File: config.mk
export PLATFORM = sky130hd
export DESIGN_NAME = nec_ir_frame_decoder_core
export DESIGN_NICKNAME = d
export VERILOG_FILES = /design/src/design/necir_pkg.sv /design/src/design/nec_ir_frame_decoder_core.sv
export SDC_FILE = /design/constraint.sdc
export NUM_CORES = 1
export LEC_CHECK = 0
export CAP_MARGIN = 20
export CORE_MARGIN = 2
export CORE_UTILIZATION = 40
export CTS_CLUSTER_DIAMETER = 50
export CTS_CLUSTER_SIZE = 24
export DETAILED_ROUTE_END_ITERATION = 8
export DONT_BUFFER_PORTS = 1
export SETUP_SLACK_MARGIN = 0.5
export SYNTH_ARGS = -nofsm -noshare
export SYNTH_HDL_FRONTEND = slang
export SYNTH_SLANG_ARGS = --single-unit
export TNS_END_PERCENT = 5
File: constraint.sdc
create_clock -name clock -period 23.7 [get_ports clock]
set_input_delay 2.37 -clock clock [delete_from_list [all_inputs] [get_ports clock]]
set_output_delay 2.37 -clock clock [all_outputs]
set_load 0.01 [all_outputs]
File: src/design/necir_pkg.sv
// shared constants for the nec infrared frame decoder
package necir_pkg;

   localparam int unsigned TIME_W  = 16;
   localparam int unsigned BYTE_W  = 8;
   localparam int unsigned COUNT_W = 6;
   localparam int unsigned ADDR_W  = 5;
   localparam int unsigned DATA_W  = 32;
   localparam int unsigned INDEX_W = 3;

   typedef logic [INDEX_W-1:0] reg_index_type;

   localparam reg_index_type REG_LEADER_MIN = 3'd0;
   localparam reg_index_type REG_LEADER_MAX = 3'd1;
   localparam reg_index_type REG_ZERO_MIN   = 3'd2;
   localparam reg_index_type REG_ZERO_MAX   = 3'd3;
   localparam reg_index_type REG_ONE_MIN    = 3'd4;
   localparam reg_index_type REG_ONE_MAX    = 3'd5;
   localparam reg_index_type REG_KEY_OFFSET = 3'd6;

   localparam logic [TIME_W-1:0] LEADER_MIN_RST = 16'd1300;
   localparam logic [TIME_W-1:0] LEADER_MAX_RST = 16'd1400;
   localparam logic [TIME_W-1:0] ZERO_MIN_RST   = 16'd92;
   localparam logic [TIME_W-1:0] ZERO_MAX_RST   = 16'd132;
   localparam logic [TIME_W-1:0] ONE_MIN_RST    = 16'd205;
   localparam logic [TIME_W-1:0] ONE_MAX_RST    = 16'd245;
   localparam logic [BYTE_W-1:0] KEY_OFFSET_RST = 8'd0;

   localparam logic [COUNT_W-1:0] CNT_ADDR_LO = 6'd8;
   localparam logic [COUNT_W-1:0] CNT_ADDR_HI = 6'd16;
   localparam logic [COUNT_W-1:0] CNT_CMD     = 6'd24;
   localparam logic [COUNT_W-1:0] CNT_FRAME   = 6'd32;
   localparam logic [COUNT_W-1:0] CNT_LAST    = 6'd31;

   localparam logic [BYTE_W:0] CHECK_SUM = 9'd255;

endpackage

File: src/design/nec_ir_frame_decoder_core.sv
// nec infrared frame decoder top level: capture register, frame decode, result register
//
//   channel   ports                      direction  content
//   req       req_valid/ready, 16 bit    in         capture timestamp word
//   rsp       rsp_valid/ready, 4x8 bit   out        key, command, address low/high word
//   csr       apb, 5 bit addr, 32 bit    in/out     seven window and offset registers
//
// one word per cycle unless the result stalls; a word waits in the capture register,
// is decoded against the frame state and, on a good 32nd bit, lands in the result
// register as it leaves the capture register. a stalled result holds the capture
// register once it is full; the request side keeps taking words while the result is free.
// synchronous active-high reset clears frame state, last timestamp, configuration registers and valid flags.
module nec_ir_frame_decoder_core (
   input  logic        clock,
   input  logic        reset,
   input  logic        req_valid,
   output logic        req_ready,
   input  logic [15:0] req_capture_time,
   output logic        rsp_valid,
   input  logic        rsp_ready,
   output logic [7:0]  rsp_key_code,
   output logic [7:0]  rsp_command_byte,
   output logic [7:0]  rsp_address_low,
   output logic [7:0]  rsp_address_high,
   input  logic        csr_psel,
   input  logic        csr_penable,
   input  logic        csr_pwrite,
   input  logic [4:0]  csr_paddr,
   input  logic [31:0] csr_pwdata,
   output logic [31:0] csr_prdata,
   output logic        csr_pready
);

   // configuration registers
   logic [15:0] leader_min_ff, leader_max_ff, zero_min_ff, zero_max_ff;
   logic [15:0] one_min_ff, one_max_ff;
   logic [7:0]  key_offset_ff;
   logic        csr_write;
   necir_pkg::reg_index_type csr_index;

   assign csr_pready = 1'b1;
   assign csr_write  = csr_psel && csr_penable && csr_pwrite && csr_pready;
   assign csr_index  = csr_paddr[4:2];

   always_ff @(posedge clock) begin
      if (reset) begin
         leader_min_ff <= necir_pkg::LEADER_MIN_RST;
         leader_max_ff <= necir_pkg::LEADER_MAX_RST;
         zero_min_ff   <= necir_pkg::ZERO_MIN_RST;
         zero_max_ff   <= necir_pkg::ZERO_MAX_RST;
         one_min_ff    <= necir_pkg::ONE_MIN_RST;
         one_max_ff    <= necir_pkg::ONE_MAX_RST;
         key_offset_ff <= necir_pkg::KEY_OFFSET_RST;
      end else if (csr_write) begin
         case (csr_index)
            necir_pkg::REG_LEADER_MIN: leader_min_ff <= csr_pwdata[15:0];
            necir_pkg::REG_LEADER_MAX: leader_max_ff <= csr_pwdata[15:0];
            necir_pkg::REG_ZERO_MIN:   zero_min_ff   <= csr_pwdata[15:0];
            necir_pkg::REG_ZERO_MAX:   zero_max_ff   <= csr_pwdata[15:0];
            necir_pkg::REG_ONE_MIN:    one_min_ff    <= csr_pwdata[15:0];
            necir_pkg::REG_ONE_MAX:    one_max_ff    <= csr_pwdata[15:0];
            necir_pkg::REG_KEY_OFFSET: key_offset_ff <= csr_pwdata[7:0];
            default: ;
         endcase
      end
   end

   always_comb begin
      case (csr_index)
         necir_pkg::REG_LEADER_MIN: csr_prdata = {16'd0, leader_min_ff};
         necir_pkg::REG_LEADER_MAX: csr_prdata = {16'd0, leader_max_ff};
         necir_pkg::REG_ZERO_MIN:   csr_prdata = {16'd0, zero_min_ff};
         necir_pkg::REG_ZERO_MAX:   csr_prdata = {16'd0, zero_max_ff};
         necir_pkg::REG_ONE_MIN:    csr_prdata = {16'd0, one_min_ff};
         necir_pkg::REG_ONE_MAX:    csr_prdata = {16'd0, one_max_ff};
         necir_pkg::REG_KEY_OFFSET: csr_prdata = {24'd0, key_offset_ff};
         default:                   csr_prdata = 32'd0;
      endcase
   end

   // capture register
   logic        cap_valid_ff, cap_valid_in;
   logic [15:0] cap_time_ff;
   logic        advance;

   assign advance   = cap_valid_ff && (!rsp_valid || rsp_ready);
   assign req_ready = !cap_valid_ff || advance;

   always_comb begin
      cap_valid_in = cap_valid_ff;
      if (req_valid && req_ready) begin
         cap_valid_in = 1'b1;
      end else if (advance) begin
         cap_valid_in = 1'b0;
      end
   end

   always_ff @(posedge clock) begin
      if (reset) begin
         cap_valid_ff <= 1'b0;
      end else begin
         cap_valid_ff <= cap_valid_in;
      end
   end

   always_ff @(posedge clock) begin
      if (req_valid && req_ready) begin
         cap_time_ff <= req_capture_time;
      end
   end

   // frame state
   logic        frame_ff, frame_in;
   logic [15:0] last_ff;
   logic [7:0]  shift_ff, shift_in;
   logic [5:0]  bit_cnt_ff, bit_cnt_in;
   logic [7:0]  addr_lo_ff, addr_lo_in, addr_hi_ff, addr_hi_in, cmd_ff, cmd_in;
   logic [15:0] width;
   logic        skip, is_leader, is_zero, is_one, hit;
   logic [7:0]  shifted;
   logic [5:0]  cnt_next;
   logic [8:0]  check_sum;

   assign width     = cap_time_ff - last_ff - {15'd0, (cap_time_ff < last_ff)};
   assign skip      = !frame_ff && (last_ff == 16'd0);
   assign is_leader = (width > leader_min_ff) && (width < leader_max_ff);
   assign is_zero   = (width > zero_min_ff) && (width < zero_max_ff);
   assign is_one    = (width > one_min_ff) && (width < one_max_ff);
   assign shifted   = {(!is_zero && is_one), shift_ff[7:1]};
   assign cnt_next  = bit_cnt_ff + 6'd1;
   assign check_sum = {1'b0, cmd_ff} + {1'b0, shifted};

   always_comb begin
      frame_in   = frame_ff;
      shift_in   = shift_ff;
      bit_cnt_in = bit_cnt_ff;
      addr_lo_in = addr_lo_ff;
      addr_hi_in = addr_hi_ff;
      cmd_in     = cmd_ff;
      hit        = 1'b0;
      if (skip) begin
         frame_in = 1'b0;
      end else if (!frame_ff) begin
         if (is_leader) begin
            frame_in   = 1'b1;
            shift_in   = 8'd0;
            bit_cnt_in = 6'd0;
         end
      end else if (is_zero || is_one) begin
         shift_in   = shifted;
         bit_cnt_in = cnt_next;
         case (cnt_next)
            necir_pkg::CNT_ADDR_LO: begin
               addr_lo_in = shifted;
               shift_in   = 8'd0;
            end
            necir_pkg::CNT_ADDR_HI: begin
               addr_hi_in = shifted;
               shift_in   = 8'd0;
            end
            necir_pkg::CNT_CMD: begin
               cmd_in   = shifted;
               shift_in = 8'd0;
            end
            necir_pkg::CNT_FRAME: begin
               frame_in = 1'b0;
               hit      = (check_sum == necir_pkg::CHECK_SUM);
            end
            default: ;
         endcase
      end else if (is_leader) begin
         frame_in   = 1'b1;
         shift_in   = 8'd0;
         bit_cnt_in = 6'd0;
      end else begin
         frame_in = 1'b0;
         shift_in = shifted;
      end
   end

   always_ff @(posedge clock) begin
      if (reset) begin
         frame_ff   <= 1'b0;
         last_ff    <= 16'd0;
         shift_ff   <= 8'd0;
         bit_cnt_ff <= 6'd0;
      end else if (advance) begin
         frame_ff   <= frame_in;
         last_ff    <= cap_time_ff;
         shift_ff   <= shift_in;
         bit_cnt_ff <= bit_cnt_in;
      end
   end

   always_ff @(posedge clock) begin
      if (advance) begin
         addr_lo_ff <= addr_lo_in;
         addr_hi_ff <= addr_hi_in;
         cmd_ff     <= cmd_in;
      end
   end

   // result register
   logic       rsp_valid_ff, rsp_valid_in;
   logic [7:0] key_ff, cmd_out_ff, addr_lo_out_ff, addr_hi_out_ff;
   logic       load;

   assign load = advance && hit;

   always_comb begin
      rsp_valid_in = rsp_valid_ff;
      if (load) begin
         rsp_valid_in = 1'b1;
      end else if (rsp_ready) begin
         rsp_valid_in = 1'b0;
      end
   end

   always_ff @(posedge clock) begin
      if (reset) begin
         rsp_valid_ff <= 1'b0;
      end else begin
         rsp_valid_ff <= rsp_valid_in;
      end
   end

   always_ff @(posedge clock) begin
      if (load) begin
         key_ff         <= cmd_ff + key_offset_ff;
         cmd_out_ff     <= cmd_ff;
         addr_lo_out_ff <= addr_lo_ff;
         addr_hi_out_ff <= addr_hi_ff;
      end
   end

   assign rsp_valid        = rsp_valid_ff;
   assign rsp_key_code     = key_ff;
   assign rsp_command_byte = cmd_out_ff;
   assign rsp_address_low  = addr_lo_out_ff;
   assign rsp_address_high = addr_hi_out_ff;

   // checks
   a_hit_on_last_bit: assert property (@(posedge clock) disable iff (reset)
      load |-> (frame_ff && bit_cnt_ff == necir_pkg::CNT_LAST))
      else $error("result produced outside the final bit of a frame");

   a_count_bound: assert property (@(posedge clock) disable iff (reset)
      bit_cnt_ff <= necir_pkg::CNT_FRAME)
      else $error("bit count beyond frame length");

   a_cap_hold: assert property (@(posedge clock) disable iff (reset)
      (cap_valid_ff && !advance) |=> (cap_valid_ff && $stable(cap_time_ff)))
      else $error("stalled capture word lost or changed");

   a_idle_after_frame: assert property (@(posedge clock) disable iff (reset)
      load |=> !frame_ff)
      else $error("frame still open after a result");

endmodule
After elaboration in Yosys (flattened, before gate mapping) --
Cells that the tools add are included. W data, S select, Z words.
Word-level totals: output and inout bits 67, logic and storage cells 102, register bits 209, input bits 60
Operators by class: $add $sub $neg 5, bitwise gates (word level) 1, equality and inequality tests 11, $lt $le $gt $ge 7, multiplexer cells 22, reductions and logical operators 35
Operators by type and width (number):
- $pmux W16 S7 | 1
- $lt A16 B16 Y1 | 4
- $gt A16 B16 Y1 | 3
- $mux W8 | 5
- $mux W6 | 3
- $logic_not A16 Y1 | 1
- $reduce_and A2 Y1 | 8
- $sub A16 B1 Y16 | 1
- $sub A16 B16 Y16 | 1
- $reduce_and A5 Y1 | 3
- $mux W1 | 13
- $eq A6 B5 Y1 const B | 2
- $logic_and A1 B1 Y1 | 10
- $add A8 B8 Y9 | 1
- $eq A3 B3 Y1 const B | 3
- $eq A9 B8 Y1 const B | 1
- $add A8 B8 Y8 | 1
- $add A6 B1 Y6 const B | 1
- $eq A3 B2 Y1 const B | 2
- $eq A6 B4 Y1 const B | 1
- $eq A6 B6 Y1 const B | 1
- $reduce_bool A2 Y1 | 3
- $logic_not A1 Y1 | 4
- $eq A3 B1 Y1 const B | 1
- 5 further kinds | 7

Longest topological paths before layout --
Gate-level depths: netlist of the first run.
depth after elaboration 14, depth in mapped cells 33, depth with buffers taken out 33

Least setup slack after synthesis of the first run --
Ideal clock, no wire load.
kind register -> register, from reg cap_time_ff[1], to reg addr_hi_out_ff[0], in the netlist rsp_address_high[0] (enable), arrival time 9.101 ns, setup time 0.505 ns, stages on the path, launching flop included 32, buffers on the path 0, clock period less this slack 9.605 ns, data required time 23.195 ns, slack 14.095 ns, path through edfxtp_1 ha_1 a21o_1 a21o_1 a21oi_1 nor2_1 o21ai_0 a21oi_1 a21o_1 fa_1 inv_1 ha_1 nor2_1 fa_1 a21boi_0 o21a_1 o2111ai_1 a31oi_1 a211o_1 a21oi_1 xnor2_1 ha_1 a21oi_1 nand2_1 a221oi_1 or3b_1 nand3b_4 nor2_1 ha_1 xor2_1 nand4_1 nor4_1
On the way: longest elaborated chain between the ends 13, elaborated cells on any way between the ends 19, those cells by class 3 x add/sub; 5 x order compare; 1 x eq/ne; 4 x mux; 6 x reduce/logical
RTL lines:
- start, declared | RTL line nec_ir_frame_decoder_core.sv:83 | logic [15:0] cap_time_ff;
- start signal, assigned | RTL line nec_ir_frame_decoder_core.sv:108 | cap_time_ff <= req_capture_time;
- $sub A16 B16 Y16 or $lt A16 B16 Y1 (tied branches) | RTL line nec_ir_frame_decoder_core.sv:124 | assign width = cap_time_ff - last_ff - {15'd0, (cap_time_ff < last_ff)};
- $sub A16 B1 Y16 * | RTL line nec_ir_frame_decoder_core.sv:124
- $gt A16 B16 Y1 or $lt A16 B16 Y1 (tied branches) | RTL line nec_ir_frame_decoder_core.sv:127 | assign is_zero = (width > zero_min_ff) && (width < zero_max_ff);
- $logic_and A1 B1 Y1 | RTL line nec_ir_frame_decoder_core.sv:127
- $logic_not A1 Y1 | RTL line nec_ir_frame_decoder_core.sv:129 | assign shifted = {(!is_zero && is_one), shift_ff[7:1]};
- $logic_and A1 B1 Y1 * | RTL line nec_ir_frame_decoder_core.sv:129
- via shifted[7] | RTL line nec_ir_frame_decoder_core.sv:120 | logic [7:0] shifted;
- $add A8 B8 Y9 * | RTL line nec_ir_frame_decoder_core.sv:131 | assign check_sum = {1'b0, cmd_ff} + {1'b0, shifted};
- $eq A9 B8 Y1 * | RTL line nec_ir_frame_decoder_core.sv:167 | hit = (check_sum == necir_pkg::CHECK_SUM);
- $mux W1 * | RTL line nec_ir_frame_decoder_core.sv:152 | case (cnt_next)
- $mux W1 * | RTL line nec_ir_frame_decoder_core.sv:149 | end else if (is_zero || is_one) begin
- $mux W1 * | RTL line nec_ir_frame_decoder_core.sv:143 | end else if (!frame_ff) begin
- $mux W1 * | RTL line nec_ir_frame_decoder_core.sv:141 | if (skip) begin
- $logic_and A1 B1 Y1 * | RTL line nec_ir_frame_decoder_core.sv:208 | assign load = advance && hit;
- via load | RTL line nec_ir_frame_decoder_core.sv:206 | logic load;
- end signal, assigned | RTL line nec_ir_frame_decoder_core.sv:232 | addr_hi_out_ff <= addr_hi_ff;
- end, declared | RTL line nec_ir_frame_decoder_core.sv:205 | logic [7:0] key_ff, cmd_out_ff, addr_lo_out_ff, addr_hi_out_ff;
The timed path passes the listed nets; every way through them passes the cells marked *. A chain may end at the register's enable or synchronous reset.

Worst setup path in the final report of the first run --
from reg cap_time_ff[1], to reg addr_hi_out_ff[6], in the netlist rsp_address_high[6] (enable)
Same word-level chain as after synthesis.

==> results of run 1 <==
[cell usage in the layout, fill, tap and decap left out, types with 4 or more instances in the layout]
cell         n
o21bai_1     5
clkbuf_16   27
ha_1       152
xnor2_1     19
a32oi_1      4
a22oi_1     14
nor2b_1     13
conb_1      17
inv_6        4
o21ai_0     37
nand4_1     19
clkinv_8     8
a32o_1       6
mux4_2       4
xor2_1      10
or3_1        4
nor2_1      43
a21oi_1    136
o22ai_1      4
and3_1       6
edfxtp_1    72
buf_4       10
inv_1      166
o21a_1       9
a31oi_1     11
nor3_1      15
o211ai_1    29
nand2_1    235
inv_12       4
fa_1         4
nor4_1      10
a211oi_1     6
and2_1       5
nand2b_1     8
mux2i_1     22
nand3_1     22
a21o_1      19
dfxtp_1    136
[cells by family (layout without fill, tap and decap cells)]
group,count (synthesis),in the layout
buffers and inverters,236,226
other,2,18
xor gates and xnor gates,30,30
DFF,208,208
muxes,27,27
AOI/OAI and AO/OA,313,313
and+or+nand+nor,401,401
adders and majority gates,156,156
[synthesized netlist by cell type, drive strengths merged, types with 5 or more instances]
cell type and count:
nand2 235, inv 166, ha 152, a21oi 137, dfxtp 136, edfxtp 72, clkbuf 45, nor2 43
o21ai 41, o211ai 29, buf 25, mux2i 23, nand3 22, xnor2 20, a21o 19, nand4 19
nor3 16, a22oi 14, nor2b 14, a31oi 12, nor4 12, xor2 10, nand2b 9, o21a 9
a211oi 8, a32o 6, and2 6, and3 6, o21bai 5
[worst max-delay path, delay by kind of cell (launching register included)]
family                     cells  cell delay [ps]
buffers and inverters          1              400
and+or+nand+nor                7              750
xor gates and xnor gates       2              690
AOI/OAI and AO/OA             13             3200
adders and majority gates      6             2130
DFF                            1              500
[path summary, 6_finish.rpt]
kind | startpoint | endpoint | slack (ps)
setup / recovery | cap_time_ff[1]$_DFFE_PP_ | rsp_address_high[6]$_DFFE_PP_ | 15630
hold / removal | addr_lo_ff[6]$_DFFE_PP_ | rsp_address_low[6]$_DFFE_PP_ | 420
setup reg to reg | cap_time_ff[1]$_DFFE_PP_ | rsp_address_high[6]$_DFFE_PP_ | 15630
hold reg to reg | addr_lo_ff[6]$_DFFE_PP_ | rsp_address_low[6]$_DFFE_PP_ | 420
[area by class of cell]
type | count | area (sq um)
diodes | 1 | 2.502
clock buffers | 28 | 679.4
clock inverters | 22 | 337.8
fillers | 2935 | 16770
inverters | 166 | 623.1
multi-input cells | 944 | 6476
flip-flops and latches | 208 | 4885
well taps | 396 | 495.5
repair buffers | 10 | 75.07
[state kept, by name (all words and copies together) (netlist names), 16 cells and up]
signal         flops
one_min_ff        16
leader_min_ff     16
zero_max_ff       16
one_max_ff        16
last_ff           16
zero_min_ff       16
leader_max_ff     16
cap_time_ff       16
[metal layers]
metal | global-route usage [%] | vias up | share of wire (%)
li1 | - | 4725 | -
met1 | 26.80 | 4485 | 44
met2 | 35.35 | 279 | 46
met3 | 4.156 | 70 | 6.4
met4 | 6.809 | 0 | 3.4
met5 | 0 | - | 0
[power by group through the flow]
stage,Sequential (W),Clock (W),Combinational (W)
floorplan,0.000385,0,0.000192
global placement,0.000387,0,0.000238
detailed placement,0.000387,0,0.000245
CTS,0.000379,0.000456,0.000247
global route,0.000380,0.000471,0.000281
finish,0.000379,0.000446,0.000247
[stage by stage]
step	hold slack, ps	area (sq um)	power, W	setup WS [ps]
6_report	418.3	13570	0.001072	15630
5_1_grt	426.3	13570	0.001132	15110
4_1_cts	422.1	13560	0.001082	15700
3_5_place_dp	404.5	12550	0.0006323	15730
3_3_place_gp	403.6	12550	0.0006250	15800
2_1_floorplan	400.3	12290	0.0005769	14090
==> flow_summary_export.csv, run 1 <==
group,metric,value,unit
status,status,"complete, no violations",
pwr,p_switching,0.0003507,W
yosys,synth-simple-area-share,14.89,%
clock_network,cts_setup_buffers,0,
pwr,sw_frac_of_total,32.71,%
pwr,p_per_area,78.99,nW/um^2
yosys,synthTopCellsByArea,"dfxtp_1, edfxtp_1, ha_1",
drt,drt.antenna.violating_nets,0,
yosys,synth_compound_area_share,16.23,%
yosys,synthMuxAreaShare,2.648,%
critical_path,critPathCaptureType,"register",
clock_network,insertion_delay,570,ps
yosys,ys_seq_area_share,39.92,%
critical_path,worstRegToRegCells,29,
critical_path,path_class,"register to register",
place,dp_hpwl,23.97,mm
layout,finalNonFillerCells,1775,
die,fp.dieH,178.9,um
place,finalWeightedCongestion,0.9142,
timing,fmax,123.9,MHz
grt,grtUsageTotal,20.96,%
die,ios,127,
yosys,avgSynthCellArea,8.912,sq um
clock_network,htreeDepth,1,
drt,drt_iter0_drc,590,
layout,drive_gt1_share,6.241,%
min_path,whs_path_depth,0,
pwr,p_comb_share,23.1,%
grt,grt_pass1_vias,9356,
clock_network,cts-resized-gates,0,
place,io_buffers,0,
critical_path,crit_path_max_incr_delay,630,ps
timing,setup_tns,0,ps
yosys,synth-edff-count,72,
timing,drv_slew,0,
clock_network,path_clk_slew,70,ps
yosys,synth_xor_area_share,2.209,%
pwr,internal_power,0.0007215,W
yosys,ys_warn_count,0,
yosys,ys.flop_type,"dfxtp_1",
min_path,min-delay-path-class,"register to register",
grt,overflow,0,
timing,maxSlewHeadroom,31.43,%
yosys,syn_inst,1373,
critical_path,arrival,8290,ps
pwr,power_frac_clock,41.6,%
flow_run,drv_cap,0,
layout,area_delta_synth_final,10.93,%
timing,worstMarginPinSlew,1027,ps
critical_path,cp-start-kind,"register",
grt,antenna_found_initial,0,
die,die_w,178.9,um
grt,grt_pass1_wl,51.94,mm
clock_network,cts_root_buf,"clkbuf_16",
timing,setup_viol,0,
die,fp-row-count,64,
critical_path,cp.required,23920,ps
yosys,synth_top_area_cell,"dfxtp_1",
clock_network,cts_hold_buf,0,
clock_network,numCtsBuffers,27,
yosys,yosysTopAreaCellShare,22.25,%
timing,clock_skew,14.72,ps
layout,finish.utilization,44.73,%
clock_network,clock-sinks,208,
critical_path,crit_path_top_delay_cell,"a211oi_1",
clock_network,cts_tree,"done",
drt,avgRoutedWirePerCell,18.50,um
layout,fin_nets,1573,
drt,drt-total-wl,32.84,mm
timing,finalCritPeriodShare,34.05,%
timing,hold_violations,0,
drt,dr_total_vias,9559,
place,place_inst,1723,
grt,grt_max_degree,105,
pwr,seqPwrFrac,35.3,%
critical_path,path_max_fanout,33,
timing,rsz0062_at_grt,"no",
die,die_area,32010,sq um
yosys,synth_top_family_by_area,"compound AO/OA/AOI/OAI gates",
pwr,ir_worst_vdd,0.05675,mV
yosys,syn_area,12240,sq um
drt,viasPerCell,5.385,
drt,drc,0,
timing,post-route-min-period,8070,ps
yosys,async_flop_share,0,%
drt,dr.pass1.iters,5,
pwr,cellLeakagePower,5.230,nW
yosys,ys_types,76,
die,start_util,40.32,%
clock_network,cts_buffer_depth,3,
yosys,ys_seq_elements,208,
die,core_area,30350,sq um
yosys,synth_fa_ha_area_share,16.20,%
(Power assumes the default switching activity.)
==> run 2: changes to the inputs <==
Clock period 23.7 ns to 8.1 ns, I/O delays scaled along.
==> flow_summary_export.csv, run 2 (synthesis gave the netlist of run 1 again) <==
group,metric,value,unit
status,status,"complete, no violations",
layout,final_area,13880,sq um
clock_network,path_clk_slew,70,ps
clock_network,cts_buffer_depth,3,
layout,most-common-layout-cells,"nand2_1, inv_1, ha_1",
layout,area_delta_synth_final,13.41,%
die,die_w,178.9,um
drt,drc,0,
timing,rsz0062_at_grt,"no",
timing,setup_viol,0,
timing,finalCritPeriodShare,89.06,%
drt,drt-total-wl,33.10,mm
critical_path,crit_path_max_incr_delay,570,ps
clock_network,clock-sinks,208,
die,ios,127,
place,finalWeightedCongestion,0.9327,
timing,fmax,138.6,MHz
die,fp.dieH,178.9,um
die,die_area,32010,sq um
clock_network,cts_root_buf,"clkbuf_16",
pwr,ir_worst_vdd,0.1445,mV
pwr,p_switching,0.001082,W
critical_path,cp-start-kind,"register",
grt,grtUsageTotal,20.94,%
timing,post-route-min-period,7214,ps
pwr,p_per_area,234.8,nW/um^2
timing,hold_violations,0,
place,io_buffers,0,
timing,fin_ws,885.8,ps
drt,drt_iter0_drc,608,
timing,drv_slew,0,
layout,antenna_cells,0,
min_path,min-delay-path-class,"input pin to register",
clock_network,insertion_delay,570,ps
flow_run,drv_cap,0,
critical_path,crit_path_top_delay_cell,"fa_1",
grt,antenna_found_initial,0,
drt,dr.pass1.iters,5,
timing,setup_tns,0,ps
place,dp_hpwl,24.09,mm
layout,final_common_cell,"nand2_1",
timing,fin_hold_ws,334.8,ps
grt,grt_max_degree,105,
critical_path,arrival,7500,ps
pwr,finalPower,0.003259,W
grt,grt_pass1_vias,9337,
critical_path,path_max_fanout,16,
drt,dr_total_vias,9672,
drt,drt.antenna.violating_nets,0,
clock_network,numCtsBuffers,29,
grt,grt_pass1_wl,52.27,mm
pwr,p_comb_share,24.0,%
die,fp-row-count,64,
critical_path,cp.required,8380,ps
die,core_area,30350,sq um
pwr,seqPwrFrac,34.0,%
place,dpl_worst_slack,230.8,ps
die,start_util,40.32,%
critical_path,path_class,"register to register",
critical_path,r2r_slack,890,ps
drt,viasPerCell,5.391,
pwr,cellLeakagePower,5.373,nW
drt,avgRoutedWirePerCell,18.45,um
pwr,power_frac_clock,42.0,%
timing,worstMarginPinSlew,1037,ps
place,placed_area,12630,sq um
timing,clock_skew,13.65,ps
clock_network,cts_hold_buf,0,
layout,drive_gt1_share,8.512,%
clock_network,cts_tree,"done",
layout,fin_nets,1591,
pwr,internal_power,0.002177,W
critical_path,critPathCaptureType,"register",
grt,overflow,0,
pwr,sw_frac_of_total,33.19,%
timing,maxSlewHeadroom,30.85,%
critical_path,timing.critical_path.mode_cell,"ha_1",
clock_network,htreeDepth,1,
[run 2: cell types whose count changed in the layout (fill, tap and decap cells not counted), sizes merged]
cell and change:
clkinv -1, inv +5, diode -1, bufinv -1, buf +15, clkbuf +2
[run 2: area by class of cell]
cell class | count | area, sq um
Inverter | 166 | 623.1
Tap cell | 396 | 495.5
Multi-Input combinational cell | 944 | 6554
Clock inverter | 25 | 357.8
Timing Repair Buffer | 26 | 232.7
Fill cell | 2888 | 16470
Sequential cell | 208 | 4888
Clock buffer | 29 | 725.7
[run 2: worst paths after layout]
check | startpoint | end | cells past startpoint
worst max-delay path | cap_time_ff[1]$_DFFE_PP_ | rsp_key_code[0]$_DFFE_PP_ | 34
worst min register to register | addr_lo_ff[6]$_DFFE_PP_ | rsp_address_low[6]$_DFFE_PP_ | 0
worst max register to register | cap_time_ff[1]$_DFFE_PP_ | rsp_key_code[0]$_DFFE_PP_ | 34
worst min-delay path | reset | cap_valid_ff$_SDFFE_PP0P_ | 1
[run 2: power by group through the flow]
stage | Clock, W | Sequential (W) | Combinational [W]
2_1_floorplan | 0 | 0.00113 | 0.000563
3_3_place_gp | 0 | 0.00113 | 0.000717
3_5_place_dp | 0 | 0.00113 | 0.000740
4_1_cts | 0.00140 | 0.00111 | 0.000752
5_1_grt | 0.00144 | 0.00111 | 0.000875
6_report | 0.00137 | 0.00111 | 0.000781
[run 2: per-stage QoR]
| stage | utilization (%) | instances |
|---|---|---|
| floorplan | - | 1388 |
| global placement | 41.61 | 1730 |
| detailed placement | 41.61 | 1730 |
| CTS | 45.28 | 1786 |
| global route | 45.72 | 1794 |
| finish | 45.72 | 1794 |
[run 2: what timing repair did]
item / in CTS / in global routing
endpoints found under the setup margin: 41 / 57
gates resized for setup: 2 / 15
pin swaps: 2 / 11
buffers inserted: 2 / 6
gates cloned: 0 / 1
[run 2: per-layer routing]
layer | track usage, % | vias to the layer above | part of all wire [%]
met5 | 0 | - | 0
met4 | 7.012 | 0 | 3.7
met3 | 3.032 | 70 | 6.0
met2 | 35.19 | 309 | 47
met1 | 27.53 | 4531 | 43
li1 | - | 4762 | -
[run 2: worst max-delay path, delay by kind of cell (launching register included)]
kind            cells  cell delay (ps)
compound gates     13             2340
xor+xnor            2              280
fa+ha+maj           6             1860
buf+inv             4              570
flops               1              390
simple gates        9             1500
==> run 3: changes to the inputs <==
Settings changed: RECOVER_POWER from default to 100.
==> flow_summary_export.csv, run 3 (synthesis gave the netlist of run 1 again) <==
group,metric,value,unit
status,status,"finished with violations",
status,violations,"capacitance limit, slew limit",
critical_path,crit_path_max_incr_delay,570,ps
grt,grt_pass1_vias,9337,
layout,fill_cells,2902,
critical_path,crit-reg2reg-capture,"rsp_key_code[0]$_DFFE_PP_",
pwr,p_per_area,234.2,nW/um^2
clock_network,insertion_delay,560,ps
drt,dr.pass1.iters,5,
critical_path,r2r_start,"cap_time_ff[1]$_DFFE_PP_",
critical_path,timing.critical_path.mode_cell,"ha_1",
timing,drv_slew,43,
clock_network,cts_hold_buf,0,
timing,fin_hold_ws,336.3,ps
critical_path,crit_path_top_delay_cell,"fa_1",
timing,finalCritPeriodShare,91.24,%
grt,grt_pass1_wl,52.27,mm
timing,post-route-min-period,7391,ps
clock_network,cts_tree,"done",
die,ios,127,
timing,hold_violations,0,
timing,worstMarginPinSlew,2897,ps
layout,most-common-layout-cells,"nand2_1, inv_1, ha_1",
drt,avgRoutedWirePerCell,18.45,um
timing,clock_skew,12.91,ps
min_path,min-delay-path-class,"input pin to register",
critical_path,worstRegToRegCells,34,
layout,fin_nets,1591,
drt,drt-total-wl,33.10,mm
layout,antenna_cells,0,
min_path,hold_end,"cap_valid_ff$_SDFFE_PP0P_",
critical_path,path_class,"register to register",
clock_network,numCtsBuffers,29,
pwr,cellLeakagePower,5.331,nW
layout,final_area,13800,sq um
die,die_w,178.9,um
timing,maxSlewHeadroom,-93.57,%
layout,finish.utilization,45.47,%
drt,drt.antenna.violating_nets,0,
place,placed_area,12630,sq um
place,finalWeightedCongestion,0.9327,
layout,final_common_cell,"nand2_1",
die,fp.dieH,178.9,um
place,dp_hpwl,24.09,mm
critical_path,critPathCaptureType,"register",
drt,viasPerCell,5.395,
drt,drc,0,
clock_network,path_clk_slew,70,ps
timing,setup_viol,0,
pwr,ir_worst_vdd,0.1439,mV
layout,area_delta_synth_final,12.78,%
grt,grtUsageTotal,20.94,%
min_path,worstHoldStart,"reset",
clock_network,htreeDepth,1,
layout,drive_gt1_share,7.511,%
critical_path,r2r_slack,710,ps
die,start_util,40.32,%
timing,rsz0062_at_grt,"no",
critical_path,cp.required,8380,ps
die,die_area,32010,sq um
critical_path,cp-start-kind,"register",
clock_network,clock-sinks,208,
min_path,whs_path_depth,1,
flow_run,drv_cap,2,
grt,antenna_found_initial,0,
drt,drt_iter0_drc,771,
clock_network,cts_buffer_depth,3,
grt,grt_max_degree,105,
die,fp-row-count,64,
critical_path,path_max_fanout,16,
place,io_buffers,0,
timing,fmax,135.3,MHz
clock_network,cts_root_buf,"clkbuf_16",
critical_path,arrival,7670,ps
grt,overflow,0,
die,core_area,30350,sq um
timing,setup_tns,0,ps
drt,dr_total_vias,9678,
-- run 3: cell count changes in the layout (fill, tap and decap cells not counted), sizes merged --
cell / before / now
buf: 25 / 20
clkbuf: 30 / 35
-- run 3: worst max-delay path by stage --
stage	startpoint	endpoint	slack [ps]	depth (start not counted)
final	cap_time_ff[1]$_DFFE_PP_	rsp_key_code[0]$_DFFE_PP_	710	34
after detailed placement	cap_time_ff[1]$_DFFE_PP_	rsp_key_code[1]$_DFFE_PP_	230	31
after floorplan	cap_time_ff[1]$_DFFE_PP_	rsp_address_high[0]$_DFFE_PP_	570	31
after global placement	cap_time_ff[1]$_DFFE_PP_	rsp_address_high[6]$_DFFE_PP_	480	32
after CTS	cap_time_ff[1]$_DFFE_PP_	rsp_address_high[6]$_DFFE_PP_	520	32
after global routing	last_ff[1]$_SDFFE_PP0P_	rsp_address_high[7]$_DFFE_PP_	250	35
-- run 3: final cells by class --
cell class              instances  area [sq um]  area share [%]
multi-input cells             944          6492           47.04
clock buffers                  29         725.7           5.258
inverters                     166         623.1           4.515
well taps                     396         495.5           3.590
flip-flops and latches        208          4888           35.42
repair buffers                 26         217.7           1.578
clock inverters                25         357.8           2.593
-- run 3: through the flow --
stage | power [W] | setup slack, ps | instances
6_report | 0.003232 | 709.4 | 1794
5_1_grt | 0.003403 | 250.6 | 1794
4_1_cts | 0.003258 | 524.1 | 1786
3_5_place_dp | 0.001872 | 230.8 | 1730
3_3_place_gp | 0.001849 | 476.4 | 1730
2_1_floorplan | 0.001690 | 565.8 | 1388
-- run 3: power breakdown --
group | switching, W | internal, W
combinational | 0.000447 | 0.000310
sequential | 0.0000145 | 0.00109
clock | 0.000612 | 0.000756
total | 0.00107 | 0.00216
-- run 3: critical path, delay by kind of cell, from the launching register on --
| family | cells | cell delay (ps) |
|---|---|---|
| adder cells (fa/ha/maj) | 6 | 1850 |
| AO/OA/AOI/OAI | 13 | 2500 |
| flip-flops | 1 | 390 |
| buffers and inverters | 4 | 570 |
| XOR/XNOR | 2 | 280 |
| AND/OR/NAND/NOR | 9 | 1510 |
-- run 3: timing repair --
action                     in CTS  in global routing
setup endpoints to repair      41                 57
resized for setup               2                 15
pin swaps                       2                 11
gates cloned                    0                  1
buffers inserted                2                  6
-- run 3: routing by layer --
| layer | routed length [um] | vias up | global-route usage [%] |
|---|---|---|---|
| met2 | 15570 | 286 | 35.19 |
| met5 | 0 | - | 0 |
| li1 | - | 4759 | - |
| met4 | 1262 | 0 | 7.012 |
| met3 | 1836 | 75 | 3.032 |
| met1 | 14430 | 4558 | 27.53 |
